===== src/sv/bba_pkg.sv =====
`timescale 1ns / 1ps
// ---------------------------------------------------------------------------
// Buddy block allocator package
// Shared constants, entry encoding and controller/datapath command types.
// ---------------------------------------------------------------------------
package bba_pkg;

  localparam int unsigned MAX_ORDER   = 16;
  localparam int unsigned UNIT_W      = MAX_ORDER - 1;
  localparam int unsigned TABLE_DEPTH = 1 << UNIT_W;
  localparam int unsigned ORD_W       = 5;
  localparam int unsigned ENT_W       = 7;
  localparam int unsigned SCAN_W      = UNIT_W + 1;
  localparam int unsigned NEED_W      = 33;
  localparam int unsigned BYTES_W     = 17;

  localparam int unsigned ENT_HEAD_BIT = 6;
  localparam int unsigned ENT_USED_BIT = 5;

  localparam logic [1:0] CFG_BASE   = 2'd0;
  localparam logic [1:0] CFG_ORDER  = 2'd1;
  localparam logic [1:0] CFG_HEADER = 2'd2;

  typedef enum logic [1:0] {
    ST_OK    = 2'd0,
    ST_NOFIT = 2'd1,
    ST_BAD   = 2'd2
  } status_e;

  typedef enum logic [3:0] {
    OP_NONE,
    OP_LOAD,
    OP_SCAN_RD,
    OP_SCAN_EV,
    OP_SPLIT_INIT,
    OP_SPLIT,
    OP_MARK,
    OP_FREE_RD,
    OP_FREE_CHK,
    OP_BUD_RD,
    OP_BUD_CLR,
    OP_U_CLR,
    OP_FREE_WR,
    OP_OUT_BAD,
    OP_OUT_NOFIT
  } dp_op_e;

  typedef struct packed {
    dp_op_e op;
  } dp_cmd_t;

  typedef struct packed {
    logic clearing;
    logic out_busy;
    logic zero_req;
    logic scan_last;
    logic found;
    logic can_split;
    logic free_bad;
    logic entry_ok;
    logic merge_more;
    logic bud_free;
  } dp_stat_t;

  function automatic logic [ENT_W-1:0] make_ent(logic used, logic [ORD_W-1:0] ordm1);
    make_ent = {1'b1, used, ordm1};
  endfunction

endpackage


===== src/sv/bba_ctrl.sv =====
`timescale 1ns / 1ps
// ---------------------------------------------------------------------------
// Buddy allocator controller
// Sequences scan, split, merge and result commands for the datapath.
// ---------------------------------------------------------------------------
module bba_ctrl (
  input  logic              clk_i,
  input  logic              rst_ni,
  input  logic              in_valid_i,
  output logic              in_ready_o,
  input  logic              req_type_i,
  input  bba_pkg::dp_stat_t stat_i,
  output bba_pkg::dp_cmd_t  cmd_o
);

  typedef enum logic [13:0] {
    S_IDLE    = 14'b00000000000001,
    S_A_RD    = 14'b00000000000010,
    S_A_EV    = 14'b00000000000100,
    S_A_PICK  = 14'b00000000001000,
    S_A_SPLIT = 14'b00000000010000,
    S_A_MARK  = 14'b00000000100000,
    S_F_RD    = 14'b00000001000000,
    S_F_CHK   = 14'b00000010000000,
    S_M_TEST  = 14'b00000100000000,
    S_M_CHK   = 14'b00001000000000,
    S_M_CLRU  = 14'b00010000000000,
    S_F_WR    = 14'b00100000000000,
    S_E_BAD   = 14'b01000000000000,
    S_E_NOFIT = 14'b10000000000000
  } state_e;

  state_e state_q, state_d;
  logic   accept;

  assign in_ready_o = (state_q == S_IDLE) && !stat_i.clearing;
  assign accept     = in_valid_i && in_ready_o;

  always_comb begin
    state_d    = state_q;
    cmd_o.op   = bba_pkg::OP_NONE;
    unique case (state_q)
      S_IDLE: begin
        if (accept) begin
          cmd_o.op = bba_pkg::OP_LOAD;
          state_d  = req_type_i ? S_F_RD : S_A_RD;
        end
      end
      S_A_RD: begin
        if (stat_i.zero_req) begin
          state_d = S_E_BAD;
        end else begin
          cmd_o.op = bba_pkg::OP_SCAN_RD;
          state_d  = S_A_EV;
        end
      end
      S_A_EV: begin
        cmd_o.op = bba_pkg::OP_SCAN_EV;
        state_d  = stat_i.scan_last ? S_A_PICK : S_A_RD;
      end
      S_A_PICK: begin
        if (!stat_i.found) begin
          state_d = S_E_NOFIT;
        end else begin
          cmd_o.op = bba_pkg::OP_SPLIT_INIT;
          state_d  = S_A_SPLIT;
        end
      end
      S_A_SPLIT: begin
        if (stat_i.can_split) begin
          cmd_o.op = bba_pkg::OP_SPLIT;
        end else begin
          state_d = S_A_MARK;
        end
      end
      S_A_MARK: begin
        if (!stat_i.out_busy) begin
          cmd_o.op = bba_pkg::OP_MARK;
          state_d  = S_IDLE;
        end
      end
      S_F_RD: begin
        if (stat_i.free_bad) begin
          state_d = S_E_BAD;
        end else begin
          cmd_o.op = bba_pkg::OP_FREE_RD;
          state_d  = S_F_CHK;
        end
      end
      S_F_CHK: begin
        if (!stat_i.entry_ok) begin
          state_d = S_E_BAD;
        end else begin
          cmd_o.op = bba_pkg::OP_FREE_CHK;
          state_d  = S_M_TEST;
        end
      end
      S_M_TEST: begin
        if (stat_i.merge_more) begin
          cmd_o.op = bba_pkg::OP_BUD_RD;
          state_d  = S_M_CHK;
        end else begin
          state_d = S_F_WR;
        end
      end
      S_M_CHK: begin
        if (stat_i.bud_free) begin
          cmd_o.op = bba_pkg::OP_BUD_CLR;
          state_d  = S_M_CLRU;
        end else begin
          state_d = S_F_WR;
        end
      end
      S_M_CLRU: begin
        cmd_o.op = bba_pkg::OP_U_CLR;
        state_d  = S_M_TEST;
      end
      S_F_WR: begin
        if (!stat_i.out_busy) begin
          cmd_o.op = bba_pkg::OP_FREE_WR;
          state_d  = S_IDLE;
        end
      end
      S_E_BAD: begin
        if (!stat_i.out_busy) begin
          cmd_o.op = bba_pkg::OP_OUT_BAD;
          state_d  = S_IDLE;
        end
      end
      S_E_NOFIT: begin
        if (!stat_i.out_busy) begin
          cmd_o.op = bba_pkg::OP_OUT_NOFIT;
          state_d  = S_IDLE;
        end
      end
      default: state_d = S_IDLE;
    endcase
  end

  always_ff @(posedge clk_i or negedge rst_ni) begin
    if (!rst_ni) begin
      state_q <= S_IDLE;
    end else begin
      state_q <= state_d;
    end
  end

  a_onehot: assert property (@(posedge clk_i) disable iff (!rst_ni) $onehot(state_q))
    else $error("state register not one-hot");
  a_accept_leaves_idle: assert property (@(posedge clk_i) disable iff (!rst_ni)
    accept |=> state_q != S_IDLE)
    else $error("accepted request not started");
  a_result_slot_free: assert property (@(posedge clk_i) disable iff (!rst_ni)
    (cmd_o.op == bba_pkg::OP_MARK || cmd_o.op == bba_pkg::OP_FREE_WR ||
     cmd_o.op == bba_pkg::OP_OUT_BAD || cmd_o.op == bba_pkg::OP_OUT_NOFIT)
    |-> !stat_i.out_busy)
    else $error("result written over pending word");

endmodule


===== config.mk =====
export PLATFORM = sky130hd
export DESIGN_NAME = bba_ctrl
export DESIGN_NICKNAME = d
export VERILOG_FILES = /design/src/sv/bba_pkg.sv /design/src/sv/bba_ctrl.sv
export SDC_FILE = /design/constraint.sdc
export NUM_CORES = 1
export LEC_CHECK = 0
export BUFFER_PORTS_ARGS = -buffer_cell sky130_fd_sc_hd__buf_4
export CELL_PAD_IN_SITES_DETAIL_PLACEMENT = 0
export CELL_PAD_IN_SITES_GLOBAL_PLACEMENT = 2
export CORE_MARGIN = 5
export CORE_UTILIZATION = 32
export CTS_BUF_LIST = sky130_fd_sc_hd__clkbuf_16
export DETAILED_ROUTE_END_ITERATION = 8
export MAX_ROUTING_LAYER = met4
export PLACE_DENSITY_LB_ADDON = 0.15
export SLEW_MARGIN = 5
export SYNTH_ARGS = -nofsm -noshare
export SYNTH_HDL_FRONTEND = slang
export SYNTH_SLANG_ARGS = --single-unit

===== constraint.sdc =====
create_clock -name clk_i -period 2.5 [get_ports clk_i]
set_clock_uncertainty 0.1 [all_clocks]
set_input_delay 0.5 -clock clk_i [delete_from_list [all_inputs] [get_ports clk_i]]
set_output_delay 0.5 -clock clk_i [all_outputs]
set_load 0.02 [all_outputs]

==> impl_metrics.env, run 1 <==
export IMPL_status="finished with violations"
export IMPL_violations="setup timing"
export IMPL_top_register="state_q"
export IMPL_ys_warnings_count=0
export IMPL_hold_slack_ns=0.000573
export IMPL_drt_iter0_markers=55
export IMPL_synth_avg_cell_area_um2=8.41
export IMPL_post_route_period_util=1.04
export IMPL_syn2layout_area_growth_pct=54.2
export IMPL_cp_end_kind="output pin"
export IMPL_period_minus_slack_ns=2.61
export IMPL_nets=185
export IMPL_largest_reg_flops=14
export IMPL_overflow=0
export IMPL_grt_pass1_wl_um=5180
export IMPL_rows=20
export IMPL_grt_max_degree=15
export IMPL_syn_cell_area_mm2=0.00102
export IMPL_syn_nets=135
export IMPL_layout_common_cells="buf_4 (46), nor2_1 (17), dfrtp_1 (10)"
export IMPL_startpoint_type="flop"
export IMPL_max_freq_mhz=384
export IMPL_vias=1114
export IMPL_core_area_mm2=0.00305
export IMPL_die_x_um=66.4
export IMPL_max_cap_viol_count=0
export IMPL_hp_class="in -> async"
export IMPL_maxSlewHeadroom=0.696
export IMPL_largest_registers="state_q (14)"
export IMPL_final_max_slew_viol_count=0
export IMPL_worst_path_buf_inv=1
export IMPL_power_density_mw_per_mm2=1130
export IMPL_ys_ff_latch=14
export IMPL_numCtsBuffers=3
export IMPL_synth_edf_count=0
export IMPL_hold_viol=0
export IMPL_drc=0
export IMPL_slowest_delay_ns=0.43
export IMPL_drt_wirelength_per_cell_um=14.8
export IMPL_setup_ws_ns=-0.105
export IMPL_dieArea_mm2=0.00441
export IMPL_drt_pass1_iterations=4
export IMPL_arrival_ns=2.01
export IMPL_boundaryPins=19
export IMPL_hpwl_um=2470
export IMPL_cts_path_max_buffers=2
export IMPL_critical_path_top_delay_family="simple AND/OR/NAND/NOR gates"
export IMPL_drive_gt1_frac=0.412
export IMPL_h_tree_depth=1
export IMPL_ys_flop_type="dfrtp_1"
export IMPL_grt_antenna_before_repair=0
export IMPL_final_common_cell="buf_4"
export IMPL_fillers=319
export IMPL_path_max_fanout=3
export IMPL_synth_cell_types=37
export IMPL_diodes=0
export IMPL_start_util=0.333
export IMPL_clock_sinks=14
export IMPL_ir_drop_v=0.000611
export IMPL_synth_cells=121
export IMPL_place_gp_congestion=0.808
export IMPL_drtAntennaViolNets=0
export IMPL_crit_chain="nor4_4 -> nand4_1 -> nor4b_4 -> or2_1 -> or3_1 -> buf_6"
export IMPL_fin_util=0.514
export IMPL_port_buffers=18
export IMPL_drt_total_wl_um=3180
export IMPL_clk_pin_slew_worst_paths_ns=0.05
export IMPL_via_per_inst=5.21
export IMPL_total_power_w=0.00177
export IMPL_cts_tree="yes"
export IMPL_p_leak_nw=0.744
export IMPL_grt_pass1_vias=1107
export IMPL_cts_hold_buffers=0
export IMPL_die_h_um=66.4
export IMPL_worstMarginPinSlew_ns=0.449
export IMPL_ys_seq_area_frac=0.346
export IMPL_crit_slowest_cell="dfrtp_2"
export IMPL_rsz0062_at_grt="true"
export IMPL_cts_root_buf="clkbuf_16"
export IMPL_synthArstFlopShare=1.00
export IMPL_clk_latency_ns=0.24
export IMPL_grt_util_all_layers=0.159
export IMPL_path_class="reg -> out"
export IMPL_finalSetupViolCount=4
export IMPL_critical_path_required_ns=1.90
[worst paths after layout]
kind	start	cells past startpoint	endpoint	slack, ns
min in group clk_i	stat_i[7]	2	state_q[2]$_DFFE_PN0P_	0.32
min	rst_ni	1	state_q[1]$_DFFE_PN0P_	0.0006
max in group asynchronous	rst_ni	1	state_q[0]$_DFFE_PN1P_	2.06
max	state_q[1]$_DFFE_PN0P_	6	cmd_o[2]	-0.11
min reg2reg	state_q[13]$_DFFE_PN0P_	1	state_q[13]$_DFFE_PN0P_	0.53
max reg2reg	state_q[0]$_DFFE_PN1P_	7	state_q[12]$_DFFE_PN0P_	0.23
[cells in the mapped netlist (all sizes together) (2+ instances only)]
master / number / area (µm²)
buf: 5 / 25.0
nor3: 7 / 45.0
dfrtp: 13 / 325
nor3b: 3 / 22.5
nand2: 8 / 30.0
a21oi: 4 / 20.0
and3: 3 / 18.8
xor2: 4 / 35.0
inv: 4 / 15.0
o21ai: 6 / 30.0
or3: 4 / 25.0
nand3: 5 / 25.0
nor4: 4 / 52.6
nor2b: 2 / 12.5
nand3b: 4 / 30.0
a32o: 2 / 20.0
nor4b: 6 / 58.8
nor2: 20 / 77.6
nand4: 4 / 25.0
[routing by layer]
metal  up-vias  share of wire  routed length [µm]  global-route usage
met5         -              0                   0                   -
met3         6          0.023                  72              0.0238
met4         0          0.014                  44              0.0558
met2        20           0.49                1540               0.260
met1       539           0.48                1510               0.199
li1        549              -                   -                   -
[power breakdown]
group,switching [W],total (W),leakage [nW],internal (W)
Clock,0.0000981,0.000310,0.0385,0.000212
Sequential,0.0000526,0.000328,0.186,0.000275
Combinational,0.000551,0.00113,0.520,0.000577
[area by class of cell]
cell class / count / area [µm²] / area share
flip-flops and latches: 14 / 355 / 0.226
clock buffers: 3 / 75.1 / 0.0478
repair buffers: 50 / 390 / 0.249
multi-input cells: 98 / 674 / 0.430
inverters: 4 / 15.0 / 0.00957
well taps: 44 / 55.1 / 0.0351
clock inverters: 1 / 3.75 / 0.00239
[cells by family (layout without fill, tap and decap cells)]
| logic type | Yosys count | count (layout) | share of synthesized area |
|---|---|---|---|
| buf+inv | 9 | 58 | 0.0394 |
| simple gates | 74 | 74 | 0.444 |
| xor+xnor | 4 | 4 | 0.0344 |
| flops | 14 | 14 | 0.346 |
| compound gates | 20 | 20 | 0.137 |
[metrics by stage]
| stage | worst slack (ns) | instances | setup TNS [ns] | instance area, µm² |
|---|---|---|---|---|
| global placement | 0.0119 | 199 | 0 | 1340 |
| global route | -0.220 | 214 | -0.762 | 1570 |
| CTS | -0.120 | 209 | -0.346 | 1510 |
| finish | -0.105 | 214 | -0.317 | 1570 |
| floorplan | 0.211 | 121 | 0 | 1020 |
| detailed placement | 0.000312 | 199 | 0 | 1340 |
[timing repair]
item | CTS | global route
gates resized for setup | 10 | 6
setup buffers | 6 | 5
setup endpoints to repair | 4 | 5
pin swaps | 5 | 5
(Power assumes the default switching activity.)
==> run 2: changes to the inputs <==
--- a/config.mk
+++ b/config.mk
@@ -14,6 +14,7 @@
 export DETAILED_ROUTE_END_ITERATION = 8
 export MAX_ROUTING_LAYER = met4
 export PLACE_DENSITY_LB_ADDON = 0.15
+export SKIP_CTS_REPAIR_TIMING = 1
 export SLEW_MARGIN = 5
 export SYNTH_ARGS = -nofsm -noshare
 export SYNTH_HDL_FRONTEND = slang
==> run 2 against run 1 <==
The run still ends with setup timing left. Critical path depth unchanged. Core utilization down 0.86 points. Routed wire length down 2.9%. Design area down 1.7%. Highest routed layer unchanged. Combinational power down 8%. Sequential share of layout area up 0.39 points. Worst setup slack better by 0.0052 ns. Hold slack better by 0.0013 ns. Flip-flop and latch count unchanged. Non-clock buffer count down 4.
==> impl_metrics.env, run 2 (synthesized netlist as in run 1, its figures left out) <==
export IMPL_status="finished with violations"
export IMPL_violations="setup timing"
export IMPL_layout_common_cells="buf_4 (43), nor2_1 (18), dfrtp_1 (10)"
export IMPL_rsz0062_at_grt="true"
export IMPL_largest_registers="state_q (14)"
export IMPL_final_common_cell="buf_4"
export IMPL_start_util=0.333
export IMPL_critical_path_required_ns=1.90
export IMPL_clk_pin_slew_worst_paths_ns=0.05
export IMPL_drc=0
export IMPL_path_class="reg -> out"
export IMPL_cts_tree="yes"
export IMPL_critical_path_startpoint="state_q[1]$_DFFE_PN0P_"
export IMPL_pwr_share_seq=0.198
export IMPL_hold_viol=0
export IMPL_drt_pass1_iterations=4
export IMPL_timing_rr_start="state_q[0]$_DFFE_PN1P_"
export IMPL_placed_cells=199
export IMPL_rows=20
export IMPL_post_route_period_util=1.04
export IMPL_clock_sinks=14
export IMPL_maxSlewHeadroom=0.618
export IMPL_numCtsBuffers=3
export IMPL_vias=1084
export IMPL_startpoint_type="flop"
export IMPL_via_per_inst=5.16
export IMPL_fin_cells=210
export IMPL_hp_class="in -> async"
export IMPL_worstMarginPinSlew_ns=0.565
export IMPL_internal_power_w=0.00101
export IMPL_cts_path_max_buffers=2
export IMPL_drtAntennaViolNets=0
export IMPL_setup_ws_ns=-0.100
export IMPL_finalSetupViolCount=4
export IMPL_max_cap_viol_count=0
export IMPL_drt_wirelength_per_cell_um=14.7
export IMPL_period_minus_slack_ns=2.60
export IMPL_cp_end_kind="output pin"
export IMPL_grt_max_degree=15
export IMPL_top_register="state_q"
export IMPL_p_switching_w=0.000671
export IMPL_path_max_fanout=3
export IMPL_final_max_slew_viol_count=0
export IMPL_grt_pass1_vias=1060
export IMPL_syn2layout_area_growth_pct=51.7
export IMPL_arrival_ns=2.00
export IMPL_cts_root_buf="clkbuf_16"
export IMPL_total_power_w=0.00168
export IMPL_nets=181
export IMPL_clkPwrFrac=0.182
export IMPL_core_area_mm2=0.00305
export IMPL_ir_drop_v=0.000614
export IMPL_largest_reg_flops=14
export IMPL_power_density_mw_per_mm2=1090
export IMPL_grt_util_all_layers=0.155
export IMPL_port_buffers=18
export IMPL_diodes=0
export IMPL_boundaryPins=19
export IMPL_drt_iter0_markers=52
export IMPL_die_h_um=66.4
export IMPL_place_gp_congestion=0.808
export IMPL_p_leak_nw=0.733
export IMPL_overflow=0
export IMPL_pwr_share_comb=0.620
export IMPL_clk_latency_ns=0.24
export IMPL_grt_pass1_wl_um=5010
export IMPL_die_x_um=66.4
export IMPL_sw_frac_of_total=0.399
export IMPL_grt_antenna_before_repair=0
export IMPL_hpwl_um=2470
export IMPL_drt_total_wl_um=3080
export IMPL_drive_gt1_frac=0.398
export IMPL_dieArea_mm2=0.00441
export IMPL_max_freq_mhz=385
export IMPL_h_tree_depth=1
run 2: worst max-delay path, stage by stage (launching register included):
cell	delay, ns
dfrtp_2	0.43
nor4_4	0.34
nand4_1	0.22
nor4b_4	0.36
or2_1	0.17
or3_1	0.12
buf_6	0.11
run 2: stage by stage:
step	utilization	setup WS, ns	instance area, µm²	TNS (ns)	hold WS, ns
2_1_floorplan	-	0.211	1020	0	0.104
3_3_place_gp	0.439	0.0119	1340	0	0.265
3_5_place_dp	0.439	0.000312	1340	0	0.268
4_1_cts	0.465	-0.271	1420	-0.872	0.00730
5_1_grt	0.505	-0.188	1540	-0.628	0.0144
6_report	0.505	-0.100	1540	-0.264	0.00187
run 2: routing by layer:
metal	global-route usage	up-vias	wire length [µm]
li1	-	541	-
met1	0.195	511	1410
met2	0.250	26	1510
met3	0.0238	6	130
met4	0.0558	0	40
met5	-	-	0
run 2: power by group through the flow:
stage               registers, W  clock network [W]  logic [W]
floorplan               0.000319                  0   0.000523
global placement        0.000326                  0   0.000888
detailed placement      0.000328                  0   0.000890
CTS                     0.000324           0.000314   0.000895
global route            0.000340           0.000326    0.00113
finish                  0.000333           0.000306    0.00104
run 2: path summary, 6_finish.rpt:
| path | end | slack (ns) | depth (start not counted) |
|---|---|---|---|
| max | cmd_o[2] | -0.10 | 6 |
| min | state_q[1]$_DFFE_PN0P_ | 0.002 | 1 |
| max reg2reg | state_q[12]$_DFFE_PN0P_ | 0.19 | 7 |
| min reg2reg | state_q[12]$_DFFE_PN0P_ | 0.53 | 2 |
| max in group asynchronous | state_q[0]$_DFFE_PN1P_ | 2.05 | 1 |
| min in group clk_i | state_q[2]$_DFFE_PN0P_ | 0.32 | 2 |
run 2: cell type report:
class | instances | area, µm²
Clock buffer | 3 | 75.1
Sequential cell | 14 | 355
Tap cell | 44 | 55.1
Fill cell | 318 | 1510
Clock inverter | 1 | 3.75
Multi-Input combinational cell | 98 | 682
Timing Repair Buffer | 46 | 357
Inverter | 4 | 15.0
==> run 3: changes to the inputs <==
--- a/config.mk
+++ b/config.mk
@@ -5,15 +5,18 @@
 export SDC_FILE = /design/constraint.sdc
 export NUM_CORES = 1
 export LEC_CHECK = 0
+export ABC_AREA = 1
 export BUFFER_PORTS_ARGS = -buffer_cell sky130_fd_sc_hd__buf_4
 export CELL_PAD_IN_SITES_DETAIL_PLACEMENT = 0
 export CELL_PAD_IN_SITES_GLOBAL_PLACEMENT = 2
 export CORE_MARGIN = 5
-export CORE_UTILIZATION = 32
+export CORE_UTILIZATION = 29
 export CTS_BUF_LIST = sky130_fd_sc_hd__clkbuf_16
 export DETAILED_ROUTE_END_ITERATION = 8
 export MAX_ROUTING_LAYER = met4
 export PLACE_DENSITY_LB_ADDON = 0.15
+export REMOVE_ABC_BUFFERS = 1
+export SETUP_SLACK_MARGIN = 0.02
 export SKIP_CTS_REPAIR_TIMING = 1
 export SLEW_MARGIN = 5
 export SYNTH_ARGS = -nofsm -noshare
==> run 3 against run 2 <==
The run now ends clean. Core utilization down 11 points. Clock power up 1%. First-iteration DRC count down 25%. Worst setup slack better by 0.24 ns. Die area up 9.1%. Synthesized area up 0.37%. Largest power group unchanged. Highest routed layer unchanged.
==> impl_metrics.env, run 3 <==
export IMPL_nets=194
export IMPL_p_leak_nw=0.766
export IMPL_critical_path_required_ns=1.90
export IMPL_crit_slowest_cell="dfrtp_1"
export IMPL_slowest_delay_ns=0.41
export IMPL_status="finished, final reports clean"
export IMPL_synthArstFlopShare=1.00
export IMPL_largest_reg_flops=14
export IMPL_syn2layout_area_growth_pct=31.4
export IMPL_synth_top_cells_by_count="nand2_1 (38), nor2_1 (25), inv_1 (21)"
export IMPL_startpoint_type="flop"
export IMPL_drt_wirelength_per_cell_um=12.8
export IMPL_grt_max_degree=15
export IMPL_period_minus_slack_ns=2.36
export IMPL_place_gp_congestion=0.843
export IMPL_via_per_inst=4.59
export IMPL_vias=1033
export IMPL_ys_seq_area_frac=0.344
export IMPL_hold_viol=0
export IMPL_rows=21
export IMPL_synth_edf_count=0
export IMPL_ir_drop_v=0.000324
export IMPL_critical_path_top_delay_family="simple AND/OR/NAND/NOR gates"
export IMPL_drt_pass1_iterations=4
export IMPL_ys_warnings_count=0
export IMPL_ys_flop_type="dfrtp_1"
export IMPL_cts_path_max_buffers=2
export IMPL_die_h_um=69.3
export IMPL_synth_avg_cell_area_um2=6.67
export IMPL_cts_tree="yes"
export IMPL_synth_area_top_cells="dfrtp_1 (32%), nand2_1 (14%), nand3_1 (9.3%)"
export IMPL_drive_gt1_frac=0.268
export IMPL_clk_latency_ns=0.24
export IMPL_top_register="state_q"
export IMPL_finalSetupViolCount=0
export IMPL_core_area_mm2=0.00336
export IMPL_drc=0
export IMPL_ys_ff_latch=14
export IMPL_grt_util_all_layers=0.123
export IMPL_stdcell_area_mm2=0.00134
export IMPL_die_x_um=69.3
export IMPL_numCtsBuffers=3
export IMPL_diodes=0
export IMPL_setup_ws_ns=0.143
export IMPL_cts_root_buf="clkbuf_16"
export IMPL_power_density_mw_per_mm2=998
export IMPL_post_route_period_util=0.943
export IMPL_crit_chain="nor2_4 -> nand2_4 -> nor2_4 -> buf_4 -> nand2_1 -> nor2_2 -> nor2_1 -> nand4_1 -> buf_6"
export IMPL_dpl_cell_area_mm2=0.00120
export IMPL_hp_class="in -> async"
export IMPL_overflow=0
export IMPL_yosysTopAreaCell="dfrtp_1"
export IMPL_clock_sinks=14
export IMPL_grt_pass1_wl_um=4680
export IMPL_boundaryPins=19
export IMPL_largest_registers="state_q (14)"
export IMPL_worst_path_buf_inv=2
export IMPL_synth_cells=153
export IMPL_fin_setup_tns_ns=0
export IMPL_cp_end_kind="output pin"
export IMPL_synth_most_common_cell="nand2_1"
export IMPL_final_max_slew_viol_count=0
export IMPL_critical_path_most_common_cell="nor2_4"
export IMPL_drt_iter0_markers=39
export IMPL_synth_cell_types=21
export IMPL_maxSlewHeadroom=0.822
export IMPL_port_buffers=18
export IMPL_drt_total_wl_um=2870
export IMPL_clk_pin_slew_worst_paths_ns=0.05
export IMPL_pre_cts_ws_ns=0.325
export IMPL_hpwl_um=2360
export IMPL_grt_antenna_before_repair=0
export IMPL_h_tree_depth=1
export IMPL_start_util=0.304
export IMPL_path_max_fanout=7
export IMPL_worstMarginPinSlew_ns=0.265
export IMPL_final_common_cell="nand2_1"
export IMPL_dieArea_mm2=0.00481
export IMPL_rsz0062_at_grt="false"
export IMPL_path_class="reg -> out"
export IMPL_drtAntennaViolNets=0
export IMPL_arrival_ns=1.76
export IMPL_max_cap_viol_count=0
export IMPL_max_freq_mhz=424
export IMPL_synth_top_cell_area_share=0.319
export IMPL_syn_cell_area_mm2=0.00102
export IMPL_grt_pass1_vias=1032
export IMPL_layout_common_cells="nand2_1 (38), nor2_1 (23), inv_1 (22)"
-- run 3: cell types whose count changed after synthesis, sizes merged, moves of 4 or more --
cell and delta:
inv +18, nor2 +14, xor2 -4, nor4 -4
o21ai -4, nor4b -6, or3 -4, nand2 +38
nand3 +15, buf -4
-- run 3: per-layer routing --
metal	vias to the layer above	track usage	wire, µm
li1	534	-	-
met1	478	0.161	1450
met2	18	0.202	1340
met3	3	0.0203	73
met4	0	0.0195	15
met5	-	-	0
-- run 3: final cells by class --
type | count | area (µm²)
clock inverter | 1 | 3.75
fill | 408 | 2020
timing repair buffer | 23 | 180
clock buffer | 3 | 75.1
sequential | 14 | 352
tap | 46 | 57.6
multi-input combinational | 116 | 591
inverter | 22 | 82.6
-- run 3: worst reg2reg max path, delay by kind of cell, from the launching register on --
family / cells / cell delay [ns]
DFF: 1 / 0.41
buffers and inverters: 3 / 0.24
and+or+nand+nor: 8 / 0.96
-- run 3: power by group --
| part | switching [W] | internal, W | total, W |
|---|---|---|---|
| clock | 0.0000982 | 0.000212 | 0.000310 |
| sequential | 0.0000390 | 0.000272 | 0.000311 |
| combinational | 0.000457 | 0.000260 | 0.000717 |
-- run 3: worst paths after layout --
check,from,end,slack (ns),depth (start not counted)
setup reg to reg,state_q[10]$_DFFE_PN0P_,state_q[13]$_DFFE_PN0P_,0.69,11
min in group clk_i,stat_i[7],state_q[2]$_DFFE_PN0P_,0.33,2
setup / recovery,state_q[8]$_DFFE_PN0P_,cmd_o[1],0.14,9
hold reg to reg,state_q[11]$_DFFE_PN0P_,state_q[11]$_DFFE_PN0P_,0.46,2
hold / removal,rst_ni,state_q[4]$_DFFE_PN0P_,0.005,1
max in group asynchronous,rst_ni,state_q[0]$_DFFE_PN1P_,2.05,1
-- run 3: kinds of logic (layout without fill, tap and decap cells) --
kind of cell / after synthesis / count (layout) / synth area share
simple gates: 108 / 108 / 0.518
buf+inv: 23 / 49 / 0.0919
flops: 14 / 14 / 0.344
compound gates: 8 / 8 / 0.0453
-- run 3: stage by stage --
step	hold slack, ns	utilization	std cells	power [W]
3_5_place_dp	0.270	0.358	216	0.000969
2_1_floorplan	0.104	-	152	0.000775
3_3_place_gp	0.265	0.358	216	0.000980
5_1_grt	0.0182	0.399	225	0.00145
4_1_cts	0.00857	0.381	220	0.00128
6_report	0.00459	0.399	225	0.00134
